[src/rtl/ccwc_pkg.sv]
// Package for the coin change way counter.
// Holds field widths, the denomination list, sequencer states and the status struct.
// No dependencies.
`timescale 1ns / 1ps

package ccwc_pkg;

	// Field and datapath widths
	localparam int AMT_W          = 15;   // amount_cents
	localparam int CNT_W          = 63;   // way_count
	localparam int WORD_W         = 64;   // table entry
	localparam int IDX_W          = 17;   // internal index, covers any amount up to 65535
	localparam int COIN_W         = 14;   // largest denomination is 10000
	localparam int COIN_KINDS     = 11;
	localparam int KIDX_W         = 4;    // holds 0..COIN_KINDS
	localparam int MIN_AMOUNT     = 5;
	localparam int MAX_AMOUNT_DEF = 32767;

	// Denominations, largest first, in cents
	function automatic logic [COIN_W-1:0] coin_value(input logic [KIDX_W-1:0] k);
		logic [COIN_W-1:0] v;
		unique case (k)
			4'd0:    v = 14'd10000;
			4'd1:    v = 14'd5000;
			4'd2:    v = 14'd2000;
			4'd3:    v = 14'd1000;
			4'd4:    v = 14'd500;
			4'd5:    v = 14'd200;
			4'd6:    v = 14'd100;
			4'd7:    v = 14'd50;
			4'd8:    v = 14'd20;
			4'd9:    v = 14'd10;
			4'd10:   v = 14'd5;
			default: v = '0;
		endcase
		return v;
	endfunction

	// Sequencer states
	typedef enum logic [2:0] {
		ST_IDLE,
		ST_CLEAR,
		ST_PASS,
		ST_SWEEP,
		ST_READ,
		ST_HOLD,
		ST_DONE
	} ccwc_state_t;

	// Sequencer status towards the top level
	typedef struct packed {
		logic busy;
		logic res_valid;
	} ccwc_stat_t;

endpackage

[src/rtl/ccwc_seq.sv]
// Sequencer and shared adder: for a valid amount, clears the table, runs one sweep per
// denomination not above the amount, then reads back its entry. Depends on ccwc_pkg.
`timescale 1ns / 1ps

module ccwc_seq #(
	parameter int MAX_AMOUNT = ccwc_pkg::MAX_AMOUNT_DEF,
	parameter int ADDR_W     = $clog2(MAX_AMOUNT + 1)
) (
	input  logic                        clk,
	input  logic                        arst_n,
	// query side
	input  logic                        in_valid,
	input  logic [ccwc_pkg::AMT_W-1:0]  in_amount,
	output logic                        in_ready,
	// result side
	input  logic                        res_ready,
	output ccwc_pkg::ccwc_stat_t        stat,
	output logic [ccwc_pkg::CNT_W-1:0]  res_count,
	// table port
	output logic                        ram_we,
	output logic [ADDR_W-1:0]           ram_waddr,
	output logic [ccwc_pkg::WORD_W-1:0] ram_wdata,
	output logic [ADDR_W-1:0]           ram_raddr_a,
	output logic [ADDR_W-1:0]           ram_raddr_b,
	input  logic [ccwc_pkg::WORD_W-1:0] ram_rdata_a,
	input  logic [ccwc_pkg::WORD_W-1:0] ram_rdata_b
);
	import ccwc_pkg::*;

	ccwc_state_t       state_q, state_d;
	logic [IDX_W-1:0]  amt_q;
	logic [IDX_W-1:0]  j_q;
	logic [KIDX_W-1:0] k_q;
	logic [CNT_W-1:0]  count_q;
	logic              wr_pend_s1;
	logic [ADDR_W-1:0] wr_addr_s1;

	logic [IDX_W-1:0]  in_amt_ext;
	logic [IDX_W-1:0]  coin_ext;
	logic              amt_bad;
	logic              j_last;
	logic              k_end;

	assign in_amt_ext = IDX_W'(in_amount);
	assign coin_ext   = IDX_W'(coin_value(k_q));
	assign amt_bad    = (in_amt_ext < IDX_W'(MIN_AMOUNT)) ||
	                    (in_amt_ext > IDX_W'(MAX_AMOUNT));
	assign j_last     = (j_q == amt_q);
	assign k_end      = (k_q == KIDX_W'(COIN_KINDS));

	// State register
	always_ff @(posedge clk or negedge arst_n) begin
		if (!arst_n) begin
			state_q <= ST_IDLE;
		end else begin
			state_q <= state_d;
		end
	end

	// Next state and handshake outputs
	always_comb begin
		state_d        = state_q;
		in_ready       = 1'b0;
		stat.busy      = (state_q != ST_IDLE);
		stat.res_valid = (state_q == ST_DONE);
		unique case (state_q)
			ST_IDLE: begin
				in_ready = 1'b1;
				if (in_valid) begin
					state_d = amt_bad ? ST_DONE : ST_CLEAR;
				end
			end
			ST_CLEAR: begin
				if (j_last) begin
					state_d = ST_PASS;
				end
			end
			ST_PASS: begin
				// also the bubble that lets the last sweep write land
				if (k_end) begin
					state_d = ST_READ;
				end else if (coin_ext <= amt_q) begin
					state_d = ST_SWEEP;
				end
			end
			ST_SWEEP: begin
				if (j_last) begin
					state_d = ST_PASS;
				end
			end
			ST_READ: state_d = ST_HOLD;
			ST_HOLD: state_d = ST_DONE;
			ST_DONE: begin
				if (res_ready) begin
					state_d = ST_IDLE;
				end
			end
			default: state_d = ST_IDLE;
		endcase
	end

	// Index and coin counters
	always_ff @(posedge clk or negedge arst_n) begin
		if (!arst_n) begin
			j_q <= '0;
			k_q <= '0;
		end else begin
			unique case (state_q)
				ST_IDLE: j_q <= '0;
				ST_CLEAR: begin
					j_q <= j_q + 1'b1;
					if (j_last) begin
						k_q <= '0;
					end
				end
				ST_PASS: begin
					if (!k_end) begin
						if (coin_ext <= amt_q) begin
							j_q <= coin_ext;
						end else begin
							k_q <= k_q + 1'b1;
						end
					end
				end
				ST_SWEEP: begin
					j_q <= j_q + 1'b1;
					if (j_last) begin
						k_q <= k_q + 1'b1;
					end
				end
				default: ;
			endcase
		end
	end

	// Query payload and result capture
	always_ff @(posedge clk) begin
		if (state_q == ST_IDLE && in_valid) begin
			amt_q   <= in_amt_ext;
			count_q <= '0;
		end else if (state_q == ST_HOLD) begin
			count_q <= ram_rdata_a[CNT_W-1:0];
		end
	end

	// Sweep write-back stage
	always_ff @(posedge clk or negedge arst_n) begin
		if (!arst_n) begin
			wr_pend_s1 <= 1'b0;
		end else begin
			wr_pend_s1 <= (state_q == ST_SWEEP);
		end
	end

	always_ff @(posedge clk) begin
		wr_addr_s1 <= ADDR_W'(j_q);
	end

	// Table port: clear writes, or ways[j] + ways[j - coin] in the cycle after the read
	always_comb begin
		if (state_q == ST_CLEAR) begin
			ram_we    = 1'b1;
			ram_waddr = ADDR_W'(j_q);
			ram_wdata = (j_q == '0) ? WORD_W'(1) : '0;
		end else begin
			ram_we    = wr_pend_s1;
			ram_waddr = wr_addr_s1;
			ram_wdata = ram_rdata_a + ram_rdata_b;
		end
		ram_raddr_a = (state_q == ST_READ) ? ADDR_W'(amt_q) : ADDR_W'(j_q);
		ram_raddr_b = ADDR_W'(j_q - coin_ext);
	end

	assign res_count = count_q;

endmodule

[config.mk]
export PLATFORM = sky130hd
export DESIGN_NAME = ccwc_seq
export DESIGN_NICKNAME = d
export VERILOG_FILES = /design/src/rtl/ccwc_pkg.sv /design/src/rtl/ccwc_seq.sv
export SDC_FILE = /design/constraint.sdc
export NUM_CORES = 1
export LEC_CHECK = 0
export BUFFER_PORTS_ARGS = -buffer_cell sky130_fd_sc_hd__buf_2
export CORE_MARGIN = 10
export CORE_UTILIZATION = 45
export CTS_CLUSTER_SIZE = 10
export DETAILED_ROUTE_END_ITERATION = 10
export GPL_TIMING_DRIVEN = 0
export PLACE_DENSITY = 0.75
export RECOVER_POWER = 50
export SYNTH_ARGS = -nofsm -noshare
export SYNTH_HDL_FRONTEND = slang
export SYNTH_SLANG_ARGS = --single-unit
[constraint.sdc]
create_clock -name clk -period 5.7 [get_ports clk]
set_input_delay 0.57 -clock clk [delete_from_list [all_inputs] [get_ports clk]]
set_output_delay 0.57 -clock clk [all_outputs]
set_load 0.01 [all_outputs]
[Word level (Yosys, flattened, before mapping)]
Memories as Yosys holds them, arrays and structs flattened.
Cells that the tools add are included.
Storage, ports and cells
  flip-flop bits (word level): 118
  bits in latches: 0
  memory bits (writable): 0
  memory bits (read-only): 208
  bits of input ports: 147
  output and inout bits: 176
  word-level logic and storage cells: 64
  memories kept: 1
Memories
  (no name shown): depth 16, width 13, read ports 1, clocked after Yosys merged registers in 0, wr ports 0, RTL line ccwc_pkg.sv:22  | unique case (k)
Cells by class
  add/subtract/negate cells: 4
  multipliers: 0
  divide/modulo/power cells: 0
  order comparisons: 3
  equality and inequality tests: 17
  shifts and indexed selects: 0
  multiplexer cells: 21
  bitwise logic cells: 0
  reductions and logical operators: 11
Operators with widths (count)
  64-bit adder: 1
  64-bit two-way mux: 1
  17-bit case mux with 3 select lines: 1
  17-bit two-way mux: 2
  15-bit two-way mux: 2
  3-bit two-way mux: 6
  3-bit case mux with 6 select lines: 1
  17-bit by 1-bit adder with 17-bit output (second input constant): 1
  17-bit by 15-bit equality test with 1-bit output: 1
  17-bit zero test: 1
  4-bit two-way mux: 4
  15-bit greater-than comparator (second input constant): 1
  14-bit by 15-bit <= comparator with 1-bit output: 1
  15-bit by 3-bit less-than comparator with 1-bit output (second input constant): 1
  15-bit by 14-bit subtractor with 15-bit output: 1
  2-bit inequality test (second input constant): 7
  4-bit case mux with 3 select lines: 1
  3-bit equality test (second input constant): 3
  3-bit nonzero test: 3
  3-bit by 2-bit equality test with 1-bit output (second input constant): 2
  5-bit AND reduction: 1
  4-bit by 1-bit adder with 4-bit output (second input constant): 1
  4-bit equality test (second input constant): 1
  4-bit AND reduction: 1
  other kinds (9): 11

[Depth between registers and ports, before layout]
Gate-level depths: netlist (run 1).
  word-level depth: 5
  gate-level depth with buffers: 17
  depth with buffers taken out: 16

[Worst setup path after synthesis (run 1)]
OpenSTA, ideal clock, no wires.
  kind: register to output
  start: register k_q[1]
  end: output port ram_raddr_b[14]
  data arrival time: 3148 ps
  data required time: 5130 ps
  setup slack: 1982 ps
  stages on the path, launching flop included: 15
  path buffers: 0
  cells stage by stage: dfrtp_1 -> inv_1 -> ha_1 -> nand3b_4 -> a21boi_4 -> xnor2_1 -> ha_1 -> a31oi_1 -> o21bai_1 -> a21oi_1 -> o21ai_0 -> or4_1 -> a31oi_1 -> nor4_1 -> a211oi_1
Between the ends
  word-level cells in the longest chain between the ends: 2
Ends and longest elaborated chain
  start, declared: RTL line ccwc_seq.sv:33  | logic [KIDX_W-1:0] k_q;
  start signal, assigned: RTL line ccwc_seq.sv:121  | k_q <= k_q + 1'b1;
  start signal, assigned: RTL line ccwc_seq.sv:128  | k_q <= k_q + 1'b1;
  memory 16 x 13 bit
  15-bit by 14-bit subtractor with 15-bit output: RTL line ccwc_seq.sv:171  | ram_raddr_b = ADDR_W'(j_q - coin_ext);
  end, declared: RTL line ccwc_seq.sv:24  | output logic [ADDR_W-1:0] ram_raddr_b,
No other way between the ends.

[Final worst setup path (run 1)]
  start: register k_q[1]
  end: output port ram_raddr_b[12]
Same word-level chain as after synthesis.

==> results of run 1 <==
## placed cells by master (no fill, tap or decap), drive strengths merged, types with 7 or more instances in the layout
| cell | n |
|---|---|
| a211oi | 8 |
| a21o | 33 |
| a21oi | 173 |
| a31oi | 18 |
| and2 | 11 |
| and3 | 10 |
| buf | 253 |
| clkbuf | 168 |
| clkinv | 7 |
| dfrtp | 25 |
| dfxtp | 78 |
| edfxtp | 15 |
| ha | 98 |
| inv | 63 |
| mux2 | 10 |
| mux2i | 7 |
| nand2 | 261 |
| nand2b | 17 |
| nand3 | 23 |
| nand4 | 23 |
| nor2 | 132 |
| nor2b | 16 |
| nor3 | 26 |
| nor4 | 15 |
| o21a | 15 |
| o21ai | 105 |
| o21bai | 19 |
| or2 | 7 |
| xnor2 | 44 |
| xor2 | 35 |
## worst register-to-register path, stage by stage, from the launching register on
cell,delay (ps)
dfrtp_1,530
inv_1,200
ha_1,310
nand2_1,80
o21ai_0,70
o21ai_0,340
inv_1,140
ha_1,320
nand4_1,120
or4b_1,490
a31oi_1,170
o21ai_1,150
o21ai_1,210
clkbuf_1,430
o21ai_0,210
## flip-flops by register name (all words and copies together) (netlist names)
register    cells
state_q         3
wr_addr_s1     15
wr_pend_s1      1
amt_q          15
k_q             4
j_q            17
res_count      63
## layer usage
metal  global-route usage, %  up-vias  share of wire, %
li1                        -     5735                 -
met1                   32.18     5410                41
met2                   45.55      489                48
met3                   7.541       74               9.0
met4                   8.771        6               2.6
met5                       0        -             0.096
## metrics by stage
step	instances	cell area [µm²]	util, %	setup WS [ps]	hold slack [ps]
after floorplan	1440	10360	-	1982	274.4
after global placement	2047	12330	54.46	1112	351.3
after detailed placement	2047	12330	54.46	1105	372.2
after CTS	2079	12920	57.05	797.0	164.2
after global routing	2079	12820	56.62	354.7	330.5
final	2079	12820	56.62	739.5	333.6
## path summary, 6_finish.rpt
| path | from | to | slack [ps] | cells past startpoint |
|---|---|---|---|---|
| max | k_q[1] | ram_raddr_b[12] | 740 | 16 |
| min | in_amount[2] | amt_q[2] | 330 | 1 |
| max reg2reg | k_q[0] | j_q[10] | 1810 | 14 |
| min reg2reg | j_q[11] | wr_addr_s1[11] | 380 | 0 |
| max in group asynchronous | arst_n | k_q[3] | 4350 | 1 |
| min in group asynchronous | arst_n | wr_pend_s1 | 490 | 1 |
## logic make-up after synthesis
| group | count (synthesis) | share of synthesized area, % |
|---|---|---|
| buf+inv | 142 | 5.264 |
| flops | 118 | 25.45 |
| compound gates | 420 | 24.17 |
| fa+ha+maj | 99 | 12.03 |
| mux | 17 | 1.763 |
| simple gates | 565 | 24.64 |
| xor+xnor | 79 | 6.677 |
## cells in the mapped netlist (6+ instances only)
| master | number |
|---|---|
| nand2_1 | 261 |
| a21oi_1 | 173 |
| nor2_1 | 132 |
| o21ai_0 | 101 |
| ha_1 | 98 |
| dfxtp_1 | 78 |
| clkbuf_1 | 67 |
| inv_1 | 63 |
| xnor2_1 | 44 |
| xor2_1 | 35 |
| a21o_1 | 33 |
| nor3_1 | 26 |
| dfrtp_1 | 25 |
| nand3_1 | 23 |
| nand4_1 | 23 |
| o21bai_1 | 19 |
| a31oi_1 | 18 |
| nand2b_1 | 16 |
| nor2b_1 | 16 |
| edfxtp_1 | 15 |
| nor4_1 | 15 |
| o21a_1 | 15 |
| and2_1 | 11 |
| and3_1 | 10 |
| mux2_2 | 10 |
| a211oi_1 | 8 |
| buf_1 | 7 |
| mux2i_1 | 7 |
| or2_2 | 7 |
| a22oi_1 | 6 |
| o211ai_1 | 6 |
## layout make-up
cell class	count	share of cell area, %
plain buffers	79	2.411
multi-input cells	1180	56.00
repair buffers	322	11.82
clock inverters	12	1.005
inverters	63	1.845
well taps	285	2.782
clock buffers	20	3.562
flip-flops and latches	118	20.57
## power by group
group / total [µW] / switching [µW] / internal [µW]
clock network: 1110 / 441 / 665
logic: 3360 / 2070 / 1300
registers: 1390 / 211 / 1180
==> metrics, run 1 <==
die width=171.8 µm; number of global-route vias before repair=11407; largest net degree at the start of global routing=26; DRC errors left=0; Worst-path clk slew=60 ps; Die Area=0.02950 mm²; Initial Util=45.77%; Synth top area share=15.07%; Critical Path RT=5130 ps; worst hold-check path type=primary input to flip-flop; RSZ-0062 raised after global routing=no; total of max-cap violations=0; flip-flop and latch count after synthesis=118; share of cells above drive strength 1=17.11%; Cell Pwr Density=457.0 mW/mm²; Ant. Diodes=0; CTS HTree Levels=4; core area=0.02264 mm²; post-CTS setup buffers=0; crit share post-route=87.03%; Distinct cells, synth=73; Worst EP arrival=4390 ps; gpl congestion=0.9664; Worst path max stage delay=510 ps; final wirelength=40630 µm; FILL cells=2230; post-synthesis async set-or-reset flop share=21.19%; Syn Std Cell Area=0.01036 mm²; relative slew slack=1.792%; CTS Buffer Depth=2; multi-input combinational cell area=0.007179 mm²; clock latency on the worst-skew pair=430 ps; TritonCTS clock tree=built; CP bufs+invs=2; cells along the critical path=inv_1 > ha_1 > nand3b_4 > a21boi_4 > xnor2_1 > ha_1 > a31oi_1 > o21bai_1 > a21oi_1 > o21ai_0 > or4_1 > a31oi_1 > nor2b_1 > nor2_1 > xnor2_1 > buf_2; first-pass GRT wire length=62760 µm; Slew @ Worst Pin=1473 ps; post-DR wirelength/cell=19.54 µm; Peak VDD IR=0.0003299 V; Power, Total=5859 µW; fin crit period=4961 ps; ys flop type=dfxtp_1; status=finished clean; CTS Hold Bufs=0; Via density=5.634; initial antenna violation count=3; Area Growth Syn to Fin=23.71%; I/O pins=323; CP max FO=7; First-pass DRT Iterations=5; # port buffers=322; mean post-synth cell area=7.196 µm²; Pleak=0.005976 µW; setup_tns=0 ps; Die Height=171.8 µm; crit end category=output pin; Final Max Tran Viols=0; total grt overflow=0; GR Util All Layers=26.91%; DP Wirelength=33140 µm; CP top delay family=compound AO/OA/AOI/OAI gates; via count=11714; Post-synth EDFFs=15; final setup fails=0; Post-Synthesis Cells=1440; Rows=55; initial drt markers=847; CTS Root Cell=clkbuf_16; Synth warnings=0; Final Hold Viols=0; worst clock skew=13.95 ps; Layout Nets=2027; crit path kind=flip-flop to output pin; Synth area leader=dfxtp_1; Max Fclk=201.6 MHz; Synthesized Nets=1686; Slowest-stage cell, CP=or4_1; post-cts sizing count=0; ranking of synthesized cells by area=dfxtp_1 15%, ha_1 12%, nand2_1 9.5%, a21oi_1 8.4%, dfrtp_1 6.0%; # clock sinks=118; CP startpoint kind=flip-flop; Routed Antenna Nets=0; post-synthesis sequential area ratio=25.45%; CTS Buf Count=17; Seq. cell area=0.002638 mm²
Power figures use the tool's default switching activity.
==> run 2, diff against run 1 <==
--- a/config.mk
+++ b/config.mk
@@ -5,13 +5,13 @@
 export SDC_FILE = /design/constraint.sdc
 export NUM_CORES = 1
 export LEC_CHECK = 0
-export BUFFER_PORTS_ARGS = -buffer_cell sky130_fd_sc_hd__buf_2
+export BUFFER_PORTS_ARGS = -buffer_cell sky130_fd_sc_hd__buf_4
 export CORE_MARGIN = 10
-export CORE_UTILIZATION = 45
+export CORE_UTILIZATION = 50
 export CTS_CLUSTER_SIZE = 10
 export DETAILED_ROUTE_END_ITERATION = 10
 export GPL_TIMING_DRIVEN = 0
-export PLACE_DENSITY = 0.75
+export PLACE_DENSITY = 0.81
 export RECOVER_POWER = 50
 export SYNTH_ARGS = -nofsm -noshare
 export SYNTH_HDL_FRONTEND = slang
==> metrics, run 2 (synthesized netlist as in run 1, its figures left out) <==
Ant. Diodes=0; Largest register FFs=63; hold slack=349.7 ps; CTS Hold Bufs=0; DP Area=0.01312 mm²; fin crit period=4843 ps; Power, Total=6223 µW; post-route insts no fill=2063; crit share post-route=84.96%; Via density=5.793; final wirelength=41300 µm; First-pass DRT Iterations=6; CTS Root Cell=clkbuf_16; internal power=3507 µW; Die Area=0.02688 mm²; commonest non-fill, non-tap cells in the layout=261 x nand2_1, 240 x buf_4, 173 x a21oi_1; Rows=52; # clock sinks=118; Max Fclk=206.5 MHz; Slew @ Worst Pin=1511 ps; GR Util All Layers=29.43%; gpl congestion=0.9635; total grt overflow=0; Worst EP arrival=4270 ps; crit path kind=flip-flop to output pin; FILL cells=1867; post-DR wirelength/cell=20.02 µm; Initial Util=51.05%; initial drt markers=1012; Flop pwr share=22.3%; number of global-route vias before repair=11649; most common cell after layout, fill and taps aside=nand2_1; CTS Buf Count=17; status=complete, but fails checks; total of max-cap violations=1; Peak VDD IR=0.0002417 V; via count=11951; Area Growth Syn to Fin=29.93%; Design Area, Final=0.01346 mm²; core area=0.02030 mm²; RSZ-0062 raised after global routing=no; Layout Nets=2027; DRC errors left=0; Die Height=164.0 µm; Psw=2716 µW; combinational share of power=58.9%; Final Max Tran Viols=26; die width=164.0 µm; DP Wirelength=33490 µm; relative slew slack=-0.7384%; TritonCTS clock tree=built; Sw Share=43.65%; worst hold-check path type=primary input to flip-flop; Clk pwr share=18.9%; Worst-path clk slew=50 ps; Cell Pwr Density=462.2 mW/mm²; I/O pins=323; worst clock skew=8.504 ps; post-cts sizing count=0; share of cells above drive strength 1=17.12%; Cells after DPL=2032; setup_tns=0 ps; final setup fails=0; Pleak=0.006202 µW; CTS Buffer Depth=2; initial antenna violation count=0; violated checks=max-capacitance violations, max-slew violations; Final Hold Viols=0; clock latency on the worst-skew pair=440 ps; largest net degree at the start of global routing=26; CP startpoint kind=flip-flop; crit end category=output pin; # port buffers=322; CTS HTree Levels=4; CP max FO=7; first-pass GRT wire length=63430 µm; Critical Path RT=5130 ps; Routed Antenna Nets=0; post-CTS setup buffers=0
[run 2: path summary, 6_finish.rpt]
check	from	endpoint	slack [ps]	cells past startpoint
min reg2reg	j_q[11]	wr_addr_s1[11]	390	0
min in group asynchronous	arst_n	j_q[6]	500	1
max reg2reg	k_q[0]	j_q[10]	1740	14
min	in_amount[6]	amt_q[6]	350	1
max	k_q[1]	ram_raddr_b[12]	860	16
max in group asynchronous	arst_n	j_q[14]	4310	1
[run 2: layer usage]
| layer | wire, µm | GRT usage [%] | up-vias |
|---|---|---|---|
| met3 | 3833 | 8.385 | 98 |
| met1 | 16110 | 34.18 | 5533 |
| met2 | 20090 | 51.09 | 589 |
| li1 | - | - | 5731 |
| met5 | 0 | 0 | - |
| met4 | 1269 | 9.545 | 0 |
[run 2: final cells by class]
| class | instances | area [µm²] | area share (%) |
|---|---|---|---|
| multi-input cells | 1180 | 7179 | 53.32 |
| well taps | 270 | 337.8 | 2.509 |
| clock inverters | 7 | 115.1 | 0.8549 |
| plain buffers | 79 | 309.0 | 2.295 |
| flip-flops and latches | 118 | 2638 | 19.59 |
| inverters | 63 | 236.5 | 1.756 |
| repair buffers | 322 | 2136 | 15.86 |
| clock buffers | 24 | 513.0 | 3.810 |
[run 2: power groups by stage]
stage | logic (µW) | clock network (µW) | registers (µW)
2_1_floorplan | 1950 | 0 | 1470
3_3_place_gp | 3770 | 0 | 1390
3_5_place_dp | 3830 | 0 | 1400
4_1_cts | 3850 | 1170 | 1390
5_1_grt | 3990 | 1210 | 1430
6_report | 3660 | 1170 | 1390
[run 2: critical path, cell delays in order, from the launching register on]
cell      delay, ps
dfrtp_1         420
inv_1           200
ha_1            360
nand3b_4        150
a21boi_4        190
xnor2_1         140
ha_1            210
a31oi_1         220
o21bai_1         90
a21oi_1         280
o21ai_0         230
or4_1           480
a31oi_1         380
nor2b_1          90
nor2_1          130
xnor2_1         130
buf_4           140
[run 2: through the flow]
stage / util, % / setup WS (ps)
6_report: 66.33 / 857.2
5_1_grt: 66.33 / 581.2
4_1_cts: 67.71 / 869.1
3_5_place_dp: 64.62 / 1123
3_3_place_gp: 64.62 / 1099
2_1_floorplan: - / 1982
==> run 3, diff against run 2 <==
--- a/config.mk
+++ b/config.mk
@@ -7,11 +7,11 @@
 export LEC_CHECK = 0
 export BUFFER_PORTS_ARGS = -buffer_cell sky130_fd_sc_hd__buf_4
 export CORE_MARGIN = 10
-export CORE_UTILIZATION = 50
+export CORE_UTILIZATION = 48
 export CTS_CLUSTER_SIZE = 10
 export DETAILED_ROUTE_END_ITERATION = 10
 export GPL_TIMING_DRIVEN = 0
-export PLACE_DENSITY = 0.81
+export PLACE_DENSITY = 0.82
 export RECOVER_POWER = 50
 export SYNTH_ARGS = -nofsm -noshare
 export SYNTH_HDL_FRONTEND = slang
==> constraint.sdc (replaced) <==
create_clock -name clk -period 4.3 [get_ports clk]
set_input_delay 0.43 -clock clk [delete_from_list [all_inputs] [get_ports clk]]
set_output_delay 0.43 -clock clk [all_outputs]
set_load 0.01 [all_outputs]
==> metrics, run 3 (synthesized netlist as in run 1, its figures left out) <==
Slowest-stage cell, CP=or4_4; relative slew slack=0.2262%; core area=0.02115 mm²; GR Util All Layers=28.08%; Via density=5.845; Die Height=166.9 µm; CTS HTree Levels=4; Ant. Diodes=0; violated checks=max-capacitance violations; gpl congestion=0.9875; initial drt markers=1075; die width=166.9 µm; hold slack=205.6 ps; Routed Antenna Nets=0; FF-to-FF setup slack=570 ps; Design Area, Final=0.01365 mm²; TritonCTS clock tree=built; commonest non-fill, non-tap cells in the layout=261 x nand2_1, 246 x buf_4, 172 x a21oi_1; CP max FO=6; total grt overflow=0; I/O pins=323; CTS Root Cell=clkbuf_16; Peak VDD IR=0.0003423 V; worst clock skew=12.53 ps; fin crit period=4213 ps; initial antenna violation count=0; CTS Buffer Depth=2; CP top delay family=compound AO/OA/AOI/OAI gates; crit end category=output pin; Worst path max stage delay=460 ps; Pleak=0.006247 µW; post-DR wirelength/cell=20.05 µm; DP Area=0.01312 mm²; worst-case reg-to-reg path depth=14; CP bufs+invs=2; Cell Pwr Density=623.2 mW/mm²; largest net degree at the start of global routing=26; DP Wirelength=33710 µm; final wirelength=41630 µm; first-pass GRT wire length=64710 µm; crit share post-route=97.99%; Worst-path clk slew=60 ps; Area Growth Syn to Fin=31.69%; Final Hold Viols=0; total of max-cap violations=1; number of global-route vias before repair=11844; CP startpoint kind=flip-flop; Initial Util=48.99%; DRC errors left=0; # port buffers=322; Critical Path RT=3870 ps; Layout Nets=2034; hold depth=1; First-pass DRT Iterations=5; Largest register FFs=63; Slew @ Worst Pin=1497 ps; cells along the critical path=buf_4 > ha_4 > nand3b_4 > a21boi_4 > xnor2_1 > ha_1 > a31oi_2 > o21bai_1 > a21oi_2 > o21ai_2 > or4_4 > a31oi_4 > nor4_1 > a211oi_1 > buf_4; most common cell after layout, fill and taps aside=nand2_1; post-route insts no fill=2076; Worst EP arrival=3780 ps; Cells after DPL=2037; Die Area=0.02787 mm²; Final Max Tran Viols=0; CP most frequent cell=buf_4; Worst path depth=15; Max Fclk=237.3 MHz; # clock sinks=118; crit path kind=flip-flop to output pin; share of cells above drive strength 1=18.43%; Rows=53; status=complete, but fails checks; final setup fails=0; worst hold-check path type=primary input to flip-flop; clock latency on the worst-skew pair=430 ps; via count=12134; CTS Buf Count=17
[run 3: cell types whose count changed in the layout (fill, tap and decap cells not counted), moves of 3 or more]
cell,change
clkinv_4,+4
ha_1,-3
a31oi_1,-3
clkbuf_1,-4
clkbuf_8,-3
buf_1,+4
a2111oi_0,-3
buf_4,+6
[run 3: layout make-up]
| cell class | instances | area, µm² |
|---|---|---|
| Timing Repair Buffer | 329 | 2187 |
| Fill cell | 1952 | 7507 |
| Tap cell | 275 | 344.1 |
| Inverter | 63 | 239.0 |
| Multi-Input combinational cell | 1180 | 7273 |
| Clock buffer | 21 | 493.0 |
| Clock inverter | 11 | 160.2 |
| Buffer | 79 | 311.5 |
| Sequential cell | 118 | 2639 |
[run 3: final timing paths]
| kind | start | to |
|---|---|---|
| max | k_q[0] | ram_raddr_b[14] |
| min | in_amount[9] | amt_q[9] |
| max in group asynchronous | arst_n | k_q[0] |
| max reg2reg | k_q[0] | j_q[9] |
| min in group asynchronous | arst_n | j_q[0] |
| min reg2reg | j_q[11] | wr_addr_s1[11] |
[run 3: power by group]
part | switching (µW) | total, µW | internal (µW) | leakage, µW
clock network | 604 | 1610 | 1010 | 0.000321
registers | 276 | 1840 | 1560 | 0.00110
logic | 2870 | 5050 | 2190 | 0.00483
total | 3750 | 8500 | 4760 | 0.00625
[run 3: metal layers]
| layer | vias up | track usage, % | wire, µm |
|---|---|---|---|
| met2 | 667 | 47.98 | 20040 |
| met3 | 110 | 7.343 | 3906 |
| li1 | 5733 | - | - |
| met1 | 5624 | 32.54 | 16120 |
| met4 | 0 | 11.61 | 1567 |
| met5 | - | 0 | 0 |
[run 3: per-stage QoR]
stage	total power, µW	setup TNS (ps)	worst slack (ps)	utilization, %
after CTS	8645	0	37.63	65.32
after floorplan	4538	0	722.5	-
after global placement	6851	-45.58	-45.58	62.04
final	8504	0	86.56	64.51
after detailed placement	6959	-64.90	-64.90	62.04
after global routing	9084	-11.40	-10.76	64.51
[run 3: worst register-to-register path: stages, from the launching register on]
cell	delay, ps
dfrtp_2	450
buf_4	170
ha_4	180
mux2i_1	160
nor2_1	60
a21oi_1	300
inv_1	140
ha_1	300
nand4_1	150
or4b_1	510
a31oi_1	200
o21ai_1	160
o21ai_1	220
clkbuf_1	400
o21ai_0	180
[run 3: what timing repair did]
action                                  in CTS  in global routing
resized for setup                            9                 18
buffers inserted                             0                  6
hold buffers                                 1                  0
cloned                                       0                  0
endpoints found under the hold margin       25                  0
endpoints found under the setup margin       4                 13
pin swaps                                    0                  4
